--- src/trimmed_moving_average_macros.svh ---
// assertion macros for the trimmed moving average block
// used by files that check their own logic; needs clk and rst_n in scope
`ifndef TRIMMED_MOVING_AVERAGE_MACROS_SVH
`define TRIMMED_MOVING_AVERAGE_MACROS_SVH

`ifndef SYNTHESIS

// property must hold at every edge out of reset
`define TMA_ASSERT(label, prop, msg) \
    label: assert property (@(posedge clk) disable iff (!rst_n) prop) else $error(msg);

// condition must never be seen out of reset
`define TMA_NEVER(label, cond, msg) \
    label: assert property (@(posedge clk) disable iff (!rst_n) !(cond)) else $error(msg);

`else

`define TMA_ASSERT(label, prop, msg)
`define TMA_NEVER(label, cond, msg)

`endif

`endif

--- src/tma_pkg.sv ---
// shared types, sizes and state codes of the trimmed moving average block
// no dependencies
`timescale 1ns / 1ps

package tma_pkg;

    localparam int MAX_WINDOW = 64;
    localparam int ADDR_W     = $clog2(MAX_WINDOW);
    localparam int SAMPLE_W   = 32;
    localparam int CNT_W      = 7;
    localparam int SUM_W      = SAMPLE_W + ADDR_W;
    localparam int FRAC_W     = 8;
    localparam int DVD_W      = SUM_W + 1 + FRAC_W;
    localparam int STEP_W     = $clog2(DVD_W + 1);
    localparam int MEAN_W     = 40;

    localparam logic [CNT_W-1:0] WINDOW_RESET = CNT_W'(8);
    localparam logic [CNT_W-1:0] WINDOW_MAX   = CNT_W'(MAX_WINDOW);

    localparam logic signed [SAMPLE_W-1:0] SAMPLE_MAX = {1'b0, {(SAMPLE_W-1){1'b1}}};
    localparam logic signed [SAMPLE_W-1:0] SAMPLE_MIN = {1'b1, {(SAMPLE_W-1){1'b0}}};

    typedef struct packed {
        logic signed [SAMPLE_W-1:0] sample;
        logic                       restart;
    } item_t;

    typedef struct packed {
        logic signed [MEAN_W-1:0] mean_q8;
        logic [CNT_W-1:0]         valid_count;
    } result_t;

    typedef struct packed {
        logic busy;
        logic done;
    } div_status_t;

    typedef enum logic [2:0] {
        ST_IDLE,
        ST_SCAN,
        ST_TRIM,
        ST_START,
        ST_DIV
    } state_t;

endpackage

--- src/tma_ring_ram.sv ---
// sample ring storage: one write port, one registered read port
// depends on tma_pkg
`timescale 1ns / 1ps

module tma_ring_ram
    import tma_pkg::*;
(
    input  logic                       clk,
    input  logic                       we,
    input  logic [ADDR_W-1:0]          waddr,
    input  logic signed [SAMPLE_W-1:0] wdata,
    input  logic [ADDR_W-1:0]          raddr,
    output logic signed [SAMPLE_W-1:0] rdata
);

    logic signed [SAMPLE_W-1:0] mem [MAX_WINDOW];

    // write port
    always_ff @(posedge clk)
    begin
        if (we)
        begin
            mem[waddr] <= wdata;
        end
    end

    // registered read port
    always_ff @(posedge clk)
    begin
        rdata <= mem[raddr];
    end

endmodule

--- src/tma_divider.sv ---
// signed restoring divider, one quotient bit per cycle, truncates toward zero
// depends on tma_pkg
`timescale 1ns / 1ps

module tma_divider
    import tma_pkg::*;
(
    input  logic                    clk,
    input  logic                    rst_n,
    input  logic                    start,
    input  logic signed [DVD_W-1:0] dividend,
    input  logic [CNT_W-1:0]        divisor,
    output logic signed [DVD_W-1:0] quotient,
    output div_status_t             status
);

    logic [DVD_W-1:0]  q_reg;
    logic [DVD_W-1:0]  q_next;
    logic [CNT_W-1:0]  rem_reg;
    logic [CNT_W-1:0]  rem_next;
    logic [CNT_W-1:0]  d_reg;
    logic              neg_reg;
    logic [STEP_W-1:0] step_reg;
    logic [STEP_W-1:0] step_next;
    logic              done_reg;
    logic              done_next;
    logic [CNT_W:0]    shifted;
    logic [DVD_W-1:0]  magnitude;

    // magnitude of the incoming dividend
    assign magnitude = dividend[DVD_W-1] ? DVD_W'(-dividend) : DVD_W'(dividend);

    // one restoring step
    always_comb
    begin
        shifted   = {rem_reg, q_reg[DVD_W-1]};
        rem_next  = rem_reg;
        q_next    = q_reg;
        step_next = step_reg;
        done_next = done_reg;
        if (start)
        begin
            rem_next  = '0;
            q_next    = magnitude;
            step_next = STEP_W'(DVD_W);
            done_next = 1'b0;
        end
        else if (step_reg != '0)
        begin
            if (shifted >= {1'b0, d_reg})
            begin
                rem_next = CNT_W'(shifted - {1'b0, d_reg});
                q_next   = {q_reg[DVD_W-2:0], 1'b1};
            end
            else
            begin
                rem_next = shifted[CNT_W-1:0];
                q_next   = {q_reg[DVD_W-2:0], 1'b0};
            end
            step_next = step_reg - STEP_W'(1);
            if (step_reg == STEP_W'(1))
            begin
                done_next = 1'b1;
            end
        end
    end

    // control registers
    always_ff @(posedge clk or negedge rst_n)
    begin
        if (!rst_n)
        begin
            step_reg <= '0;
            done_reg <= 1'b0;
        end
        else
        begin
            step_reg <= step_next;
            done_reg <= done_next;
        end
    end

    // datapath registers
    always_ff @(posedge clk)
    begin
        q_reg   <= q_next;
        rem_reg <= rem_next;
        if (start)
        begin
            d_reg   <= divisor;
            neg_reg <= dividend[DVD_W-1];
        end
    end

    // sign restored on the way out
    assign quotient    = neg_reg ? -$signed(q_reg) : $signed(q_reg);
    assign status.busy = (step_reg != '0);
    assign status.done = done_reg;

endmodule

--- src/trimmed_moving_average.sv ---
// top level of the trimmed moving average block: control, scan and result
// depends on tma_pkg, tma_ring_ram, tma_divider and the assertion macros
`timescale 1ns / 1ps

// Each accepted beat stores its sample in a ring of window_size entries
// (reset 8, at most 64; writing window_size empties the ring, a write of zero
// is ignored, larger values saturate to 64) and yields one result beat: the
// mean of the held samples in Q8, truncated toward zero, with the lowest and
// highest sample dropped when more than two are held, plus the held count.
// A set restart bit empties the ring before its sample is stored. A beat is
// taken only when idle and worked through before the next: one ring read per
// held sample through the single read port, then a 47-step serial divide;
// the result loads once the output register is free. A new beat is taken
// while the previous result waits in the output register.

`include "trimmed_moving_average_macros.svh"

module trimmed_moving_average
    import tma_pkg::*;
(
    input  logic             clk,
    input  logic             rst_n,
    input  logic             window_we,
    input  logic [CNT_W-1:0] window_data,
    input  logic             item_valid,
    output logic             item_ready,
    input  item_t            item,
    output logic             result_valid,
    input  logic             result_ready,
    output result_t          result
);

    state_t                     state_reg;
    state_t                     state_next;
    logic [CNT_W-1:0]           ws_reg;
    logic [ADDR_W-1:0]          wp_reg;
    logic [CNT_W-1:0]           fc_reg;
    logic [CNT_W-1:0]           cnt_reg;
    logic                       pend_reg;
    logic                       result_valid_reg;
    logic signed [SUM_W-1:0]    sum_reg;
    logic signed [SAMPLE_W-1:0] lo_reg;
    logic signed [SAMPLE_W-1:0] hi_reg;
    logic signed [DVD_W-1:0]    dividend_reg;
    result_t                    result_reg;

    logic                       accept;
    logic                       scan_issue;
    logic                       div_start;
    logic                       load_result;
    logic [ADDR_W-1:0]          wp_eff;
    logic [ADDR_W-1:0]          wp_next;
    logic [CNT_W-1:0]           fc_base;
    logic [CNT_W-1:0]           fc_next;
    logic [CNT_W-1:0]           win_clamped;
    logic signed [SAMPLE_W-1:0] rd_data;
    logic signed [SUM_W:0]      trimmed;
    logic [CNT_W-1:0]           divisor;
    logic signed [DVD_W-1:0]    quotient;
    div_status_t                div_stat;

    // next state
    always_comb
    begin
        state_next = state_reg;
        case (state_reg)
            ST_IDLE:
            begin
                if (item_valid)
                begin
                    state_next = ST_SCAN;
                end
            end
            ST_SCAN:
            begin
                if ((cnt_reg == fc_reg) && pend_reg)
                begin
                    state_next = ST_TRIM;
                end
            end
            ST_TRIM:
            begin
                state_next = ST_START;
            end
            ST_START:
            begin
                state_next = ST_DIV;
            end
            ST_DIV:
            begin
                if (div_stat.done && (!result_valid_reg || result_ready))
                begin
                    state_next = ST_IDLE;
                end
            end
            default:
            begin
                state_next = ST_IDLE;
            end
        endcase
    end

    // state outputs
    always_comb
    begin
        item_ready  = 1'b0;
        scan_issue  = 1'b0;
        div_start   = 1'b0;
        load_result = 1'b0;
        case (state_reg)
            ST_IDLE:
            begin
                item_ready = 1'b1;
            end
            ST_SCAN:
            begin
                scan_issue = (cnt_reg < fc_reg);
            end
            ST_START:
            begin
                div_start = 1'b1;
            end
            ST_DIV:
            begin
                load_result = div_stat.done && (!result_valid_reg || result_ready);
            end
            default:
            begin
                item_ready = 1'b0;
            end
        endcase
    end

    assign accept = item_valid && item_ready;

    // write slot and fill count for the incoming beat
    always_comb
    begin
        wp_eff  = item.restart ? '0 : wp_reg;
        fc_base = item.restart ? '0 : fc_reg;
        if (CNT_W'(wp_eff) >= ws_reg)
        begin
            wp_eff = '0;
        end
        fc_next = (fc_base < ws_reg) ? fc_base + CNT_W'(1) : fc_base;
        wp_next = wp_eff + ADDR_W'(1);
        if ((CNT_W'(wp_eff) + CNT_W'(1)) >= ws_reg)
        begin
            wp_next = '0;
        end
    end

    // window register value after saturation
    assign win_clamped = (window_data > WINDOW_MAX) ? WINDOW_MAX : window_data;

    // ring storage
    tma_ring_ram u_ring (
        .clk   (clk),
        .we    (accept),
        .waddr (wp_eff),
        .wdata (item.sample),
        .raddr (cnt_reg[ADDR_W-1:0]),
        .rdata (rd_data)
    );

    // control registers
    always_ff @(posedge clk or negedge rst_n)
    begin
        if (!rst_n)
        begin
            state_reg        <= ST_IDLE;
            ws_reg           <= WINDOW_RESET;
            wp_reg           <= '0;
            fc_reg           <= '0;
            cnt_reg          <= '0;
            pend_reg         <= 1'b0;
            result_valid_reg <= 1'b0;
        end
        else
        begin
            state_reg <= state_next;
            if (window_we && (window_data != '0))
            begin
                ws_reg <= win_clamped;
                wp_reg <= '0;
                fc_reg <= '0;
            end
            else if (accept)
            begin
                wp_reg <= wp_next;
                fc_reg <= fc_next;
            end
            if (accept)
            begin
                cnt_reg <= '0;
            end
            else if (scan_issue)
            begin
                cnt_reg <= cnt_reg + CNT_W'(1);
            end
            pend_reg <= scan_issue;
            if (load_result)
            begin
                result_valid_reg <= 1'b1;
            end
            else if (result_ready)
            begin
                result_valid_reg <= 1'b0;
            end
        end
    end

    // running sum, minimum and maximum over the scan
    always_ff @(posedge clk)
    begin
        if (accept)
        begin
            sum_reg <= '0;
            lo_reg  <= SAMPLE_MAX;
            hi_reg  <= SAMPLE_MIN;
        end
        else if (pend_reg)
        begin
            sum_reg <= sum_reg + SUM_W'(rd_data);
            if (rd_data < lo_reg)
            begin
                lo_reg <= rd_data;
            end
            if (rd_data > hi_reg)
            begin
                hi_reg <= rd_data;
            end
        end
    end

    // drop the extremes once more than two samples are held
    always_comb
    begin
        if (fc_reg > CNT_W'(2))
        begin
            trimmed = (SUM_W+1)'(sum_reg)
                      - (SUM_W+1)'((SAMPLE_W+1)'(lo_reg) + (SAMPLE_W+1)'(hi_reg));
            divisor = fc_reg - CNT_W'(2);
        end
        else
        begin
            trimmed = (SUM_W+1)'(sum_reg);
            divisor = fc_reg;
        end
    end

    // dividend in Q8
    always_ff @(posedge clk)
    begin
        if (state_reg == ST_TRIM)
        begin
            dividend_reg <= {trimmed, {FRAC_W{1'b0}}};
        end
    end

    // serial divide
    tma_divider u_div (
        .clk      (clk),
        .rst_n    (rst_n),
        .start    (div_start),
        .dividend (dividend_reg),
        .divisor  (divisor),
        .quotient (quotient),
        .status   (div_stat)
    );

    // output register
    always_ff @(posedge clk)
    begin
        if (load_result)
        begin
            result_reg.mean_q8     <= quotient[MEAN_W-1:0];
            result_reg.valid_count <= fc_reg;
        end
    end

    assign result_valid = result_valid_reg;
    assign result       = result_reg;

    // checks on the ring bookkeeping and the sequencing
    `TMA_ASSERT(a_fill_in_window, (fc_reg <= ws_reg), "fill count exceeds window size")
    `TMA_ASSERT(a_accept_fills, (accept && !window_we) |=> ((fc_reg != '0) && (CNT_W'(wp_reg) < ws_reg)), "ring bookkeeping wrong after beat")
    `TMA_NEVER(a_div_outside, (div_stat.busy && (state_reg != ST_DIV)), "divider busy outside divide state")
    `TMA_NEVER(a_load_over_full, (load_result && result_valid_reg && !result_ready), "result overwritten before taken")

endmodule

--- config.mk ---
export PLATFORM = sky130hd
export DESIGN_NAME = trimmed_moving_average
export DESIGN_NICKNAME = d
export VERILOG_FILES = /design/src/tma_pkg.sv /design/src/tma_ring_ram.sv /design/src/tma_divider.sv /design/src/trimmed_moving_average.sv
export VERILOG_INCLUDE_DIRS = /design/src /design/src/src
export SDC_FILE = /design/constraint.sdc
export NUM_CORES = 2
export LEC_CHECK = 0
export ABC_AREA = 1
export BUFFER_PORTS_ARGS = -buffer_cell sky130_fd_sc_hd__clkbuf_2
export CORE_MARGIN = 3
export CORE_UTILIZATION = 40
export DETAILED_ROUTE_END_ITERATION = 10
export GPL_ROUTABILITY_DRIVEN = 0
export SYNTH_ARGS = -nofsm -noshare
export SYNTH_HDL_FRONTEND = slang
export SYNTH_SLANG_ARGS = --single-unit
--- constraint.sdc ---
create_clock -name clk -period 4.4 [get_ports clk]
set_input_delay 0.22 -clock clk [delete_from_list [all_inputs] [get_ports clk]]
set_output_delay 0.22 -clock clk [all_outputs]
set_load 0.1 [all_outputs]
==> results.toml <==
[flow_run]
maxCapViolCount = 0

[setup_path]
cp.required_ns = 4.96
cp_max_fo = 17
crit_path_end_kind = "flop"
cp-start-kind = "flop"
worst_r2r_endpoint = "u_ring.mem[63][6]"
r2r_setup_slack_ns = 0.62
regToRegStartpoint = "wp_reg[4]"
arrival_ns = 4.35
reg2reg_depth = 15
path_class = "flop to flop"
critPathLaunch = "wp_reg[4]"

[floorplan]
fp.coreArea_um2 = 252000
start_util_pct = 40.3
dieArea_um2 = 260000
ios = 94
die_h_um = 510
die_w_um = 510
fp-row-count = 184

[min_path]
whs_endpoint = "u_ring.mem[7][14]"
hp-class = "input port to flop"
whs_path_depth = 1
min_from = "item[15]"

[synth]
synth_top_area_share_pct = 64.8
async_flop_share_pct = 1.65
yosysSeqAreaShare_pct = 68.6
syn_nets = 8927
synth_area_um2 = 101000
synth_common_cells = "2189 x edfxtp_1, 1407 x nor2_1, 1242 x o21ai_0, 946 x nand2_1, 415 x nand3_1"
synth.most_common_cell = "edfxtp_1"
ys_top_cells_by_area = "edfxtp_1 65%, o21ai_0 6.1%, nor2_1 5.2%, nand2_1 3.5%, dfxtp_1 2.8%"
synth_area_leader_cell = "edfxtp_1"
ys_types = 57
synth_edf_count = 2189
synth_flop_cell = "edfxtp_1"
syn_area_per_cell_um2 = 11.7
syn_inst = 8661
ys_seq_elements = 2369
ys.warnings.count = 0

[clocking]
clk_latency_ns = 0.89
cts_tree = "yes"
root_buffer = "clkbuf_16"
clk_path_buf_depth = 3
cts_sinks = 2369
htree_levels = 4
numCtsBuffers = 233
path_clk_slew_ns = 0.06

[power]
p_leak_nw = 40.1
clockPowerShare_pct = 29.8
switching_share_pct = 36.0
power_frac_comb_pct = 30.4
power_frac_seq_pct = 39.8
intPower_mw = 43.7
power.density_nw_per_um2 = 592
vdd_drop_max_mv = 0.424
p_total_mw = 68.2
switching_power_mw = 24.5

[layout]
fin_nets = 9022
final_core_util_pct = 45.7
largest_reg_flops = 2048
regArea_um2 = 69500
drive_above_1_share_pct = 9.00
area_growth_pct = 13.6
multiInputGateArea_um2 = 28900
n_fill_cell = 22623

[timing]
max_slew_margin_pct = 15.0
totalNegativeSetupSlack_ns = 0
final_hold_viol_count = 0
post-route-period-util_pct = 86.0
rsz0062_at_grt = "false"
slew_violations = 0
worst_pin_slew_ns = 1.27
setup_viol = 0
finalCriticalPeriod_ns = 3.78
fmax_mhz = 264
fin_skew_ns = 0.0849

[route]
ant_nets = 0
routedWlPerCell_um = 25.0
routed_wl_um = 308000
met1Wirelength_um = 127000
route.met3.wl_um = 26500
via_per_inst = 5.77
dr.pass1.iters = 6
drt_iter0_markers = 8706
post-route-drc-count = 0
routed-wl-met2_um = 141000
top_layer = "met5"
vias = 71014

[place]
portBuffers = 93
dp_hpwl_um = 193000

[grt]
track_usage_pct = 23.1
grt_max_degree = 157
grt_overflow = 0
grt_antenna_before_repair = 14
grt_pass1_wl_um = 450000
grt_pass1_vias = 67166

[outcome]
outcome = "finished clean"
==> critical path, cell delays in order (launching register included) <==
cell and delay [ns]:
dfrtp_1 0.39, inv_1 0.06, nor2_1 0.13, ha_1 0.29, a21oi_1 0.18, nor2_1 0.05, o21ai_1 0.11, nand3_1 0.18
inv_1 0.12, nand2_1 0.12, inv_1 0.14, nand2_1 0.10, nor2_1 0.20, nand2_2 0.47, nor2_4 0.67, buf_12 0.24
==> kinds of logic (layout without fill, tap and decap cells) <==
kind of cell    after synthesis  after routing  share of synthesized area (%)
compound gates             2144           2144                           12.1
fa+ha+maj                   221            221                           3.02
simple gates               2964           2964                           12.0
buf+inv                     860           1154                           3.47
flops                      2369           2369                           68.6
xor+xnor                    103            103                          0.890
other cells                   0              5                              0
==> timing repair <==
item	4_1_cts	5_1_grt
hold buffers	25	0
gates resized for setup	0	0
hold endpoints to repair	151	0
setup buffers	0	0
==> cell usage in the layout, fill, tap and decap left out, types with 7 or more instances in the layout <==
master | synthesis | layout
dfrtp_1 | 38 | 33
clkinvlp_4 | 0 | 8
inv_1 | 356 | 351
clkbuf_1 | 317 | 41
dfxtp_1 | 141 | 141
o22ai_1 | 308 | 308
o21bai_1 | 28 | 28
clkbuf_16 | 0 | 236
or2_2 | 13 | 13
buf_12 | 0 | 66
nor2_1 | 1407 | 1339
xor2_1 | 73 | 73
nor3_1 | 41 | 40
edfxtp_1 | 2189 | 2189
nand4_1 | 95 | 95
o31ai_1 | 7 | 7
o221ai_1 | 209 | 209
o21ai_1 | 10 | 10
xnor2_1 | 30 | 30
clkinv_1 | 6 | 43
dlygate4sd3_1 | 0 | 25
clkbuf_2 | 0 | 90
a21oi_1 | 239 | 239
a21o_1 | 9 | 9
fa_1 | 40 | 40
clkinv_2 | 0 | 61
nor4_1 | 10 | 10
a31oi_1 | 12 | 12
clkinv_16 | 0 | 10
o21ai_0 | 1242 | 1242
bufinv_16 | 0 | 28
nor2_4 | 1 | 68
nand2_1 | 946 | 945
nand3_1 | 415 | 415
ha_1 | 181 | 181
buf_4 | 12 | 172
o21a_1 | 10 | 10
nand3b_1 | 8 | 8
o211ai_1 | 55 | 55
==> power groups by stage <==
stage | clock network [mW] | logic (mW) | registers, mW
finish | 20.3 | 20.8 | 27.1
global route | 21.5 | 22.8 | 27.2
CTS | 20.6 | 20.4 | 27.1
detailed placement | 0 | 20.3 | 27.6
global placement | 0 | 20.0 | 27.5
floorplan | 0 | 13.6 | 27.0
==> stage by stage <==
stage / setup slack, ns / cells / hold slack, ns / cell area, um2
global route: 0.375 / 12305 / 0.0447 / 115000
global placement: 0.584 / 11844 / 0.437 / 107000
detailed placement: 0.548 / 11844 / 0.443 / 107000
finish: 0.618 / 12308 / 0.0769 / 115000
floorplan: -0.0509 / 8661 / -0.0756 / 101000
CTS: 0.693 / 12303 / 0.0153 / 115000
==> worst max-delay path by stage <==
stage,slack (ns),depth (start not counted),end
3_5_place_dp,0.55,16,u_ring.mem[63][31]
2_1_floorplan,-0.05,8,u_ring.mem[52][0]
6_report,0.62,15,u_ring.mem[63][6]
4_1_cts,0.69,15,u_ring.mem[63][1]
3_3_place_gp,0.58,15,u_ring.mem[63][10]
5_1_grt,0.38,16,u_ring.mem[63][10]
==> routing by layer <==
layer,global-route usage (%),vias up
met5,0,-
met4,8.55,10
met3,3.76,548
met2,36.4,3354
met1,32.3,35343
li1,-,31759
==> cell type report <==
cell class | instances | share of cell area, %
Antenna cell | 5 | 0.0109
Clock buffer | 282 | 5.31
Clock inverter | 152 | 1.50
Inverter | 367 | 1.23
Multi-Input combinational cell | 5432 | 25.1
Sequential cell | 2369 | 60.4
Tap cell | 3348 | 3.64
Timing Repair Buffer | 353 | 2.88
Note: power is estimated with default switching activity, not from simulation.
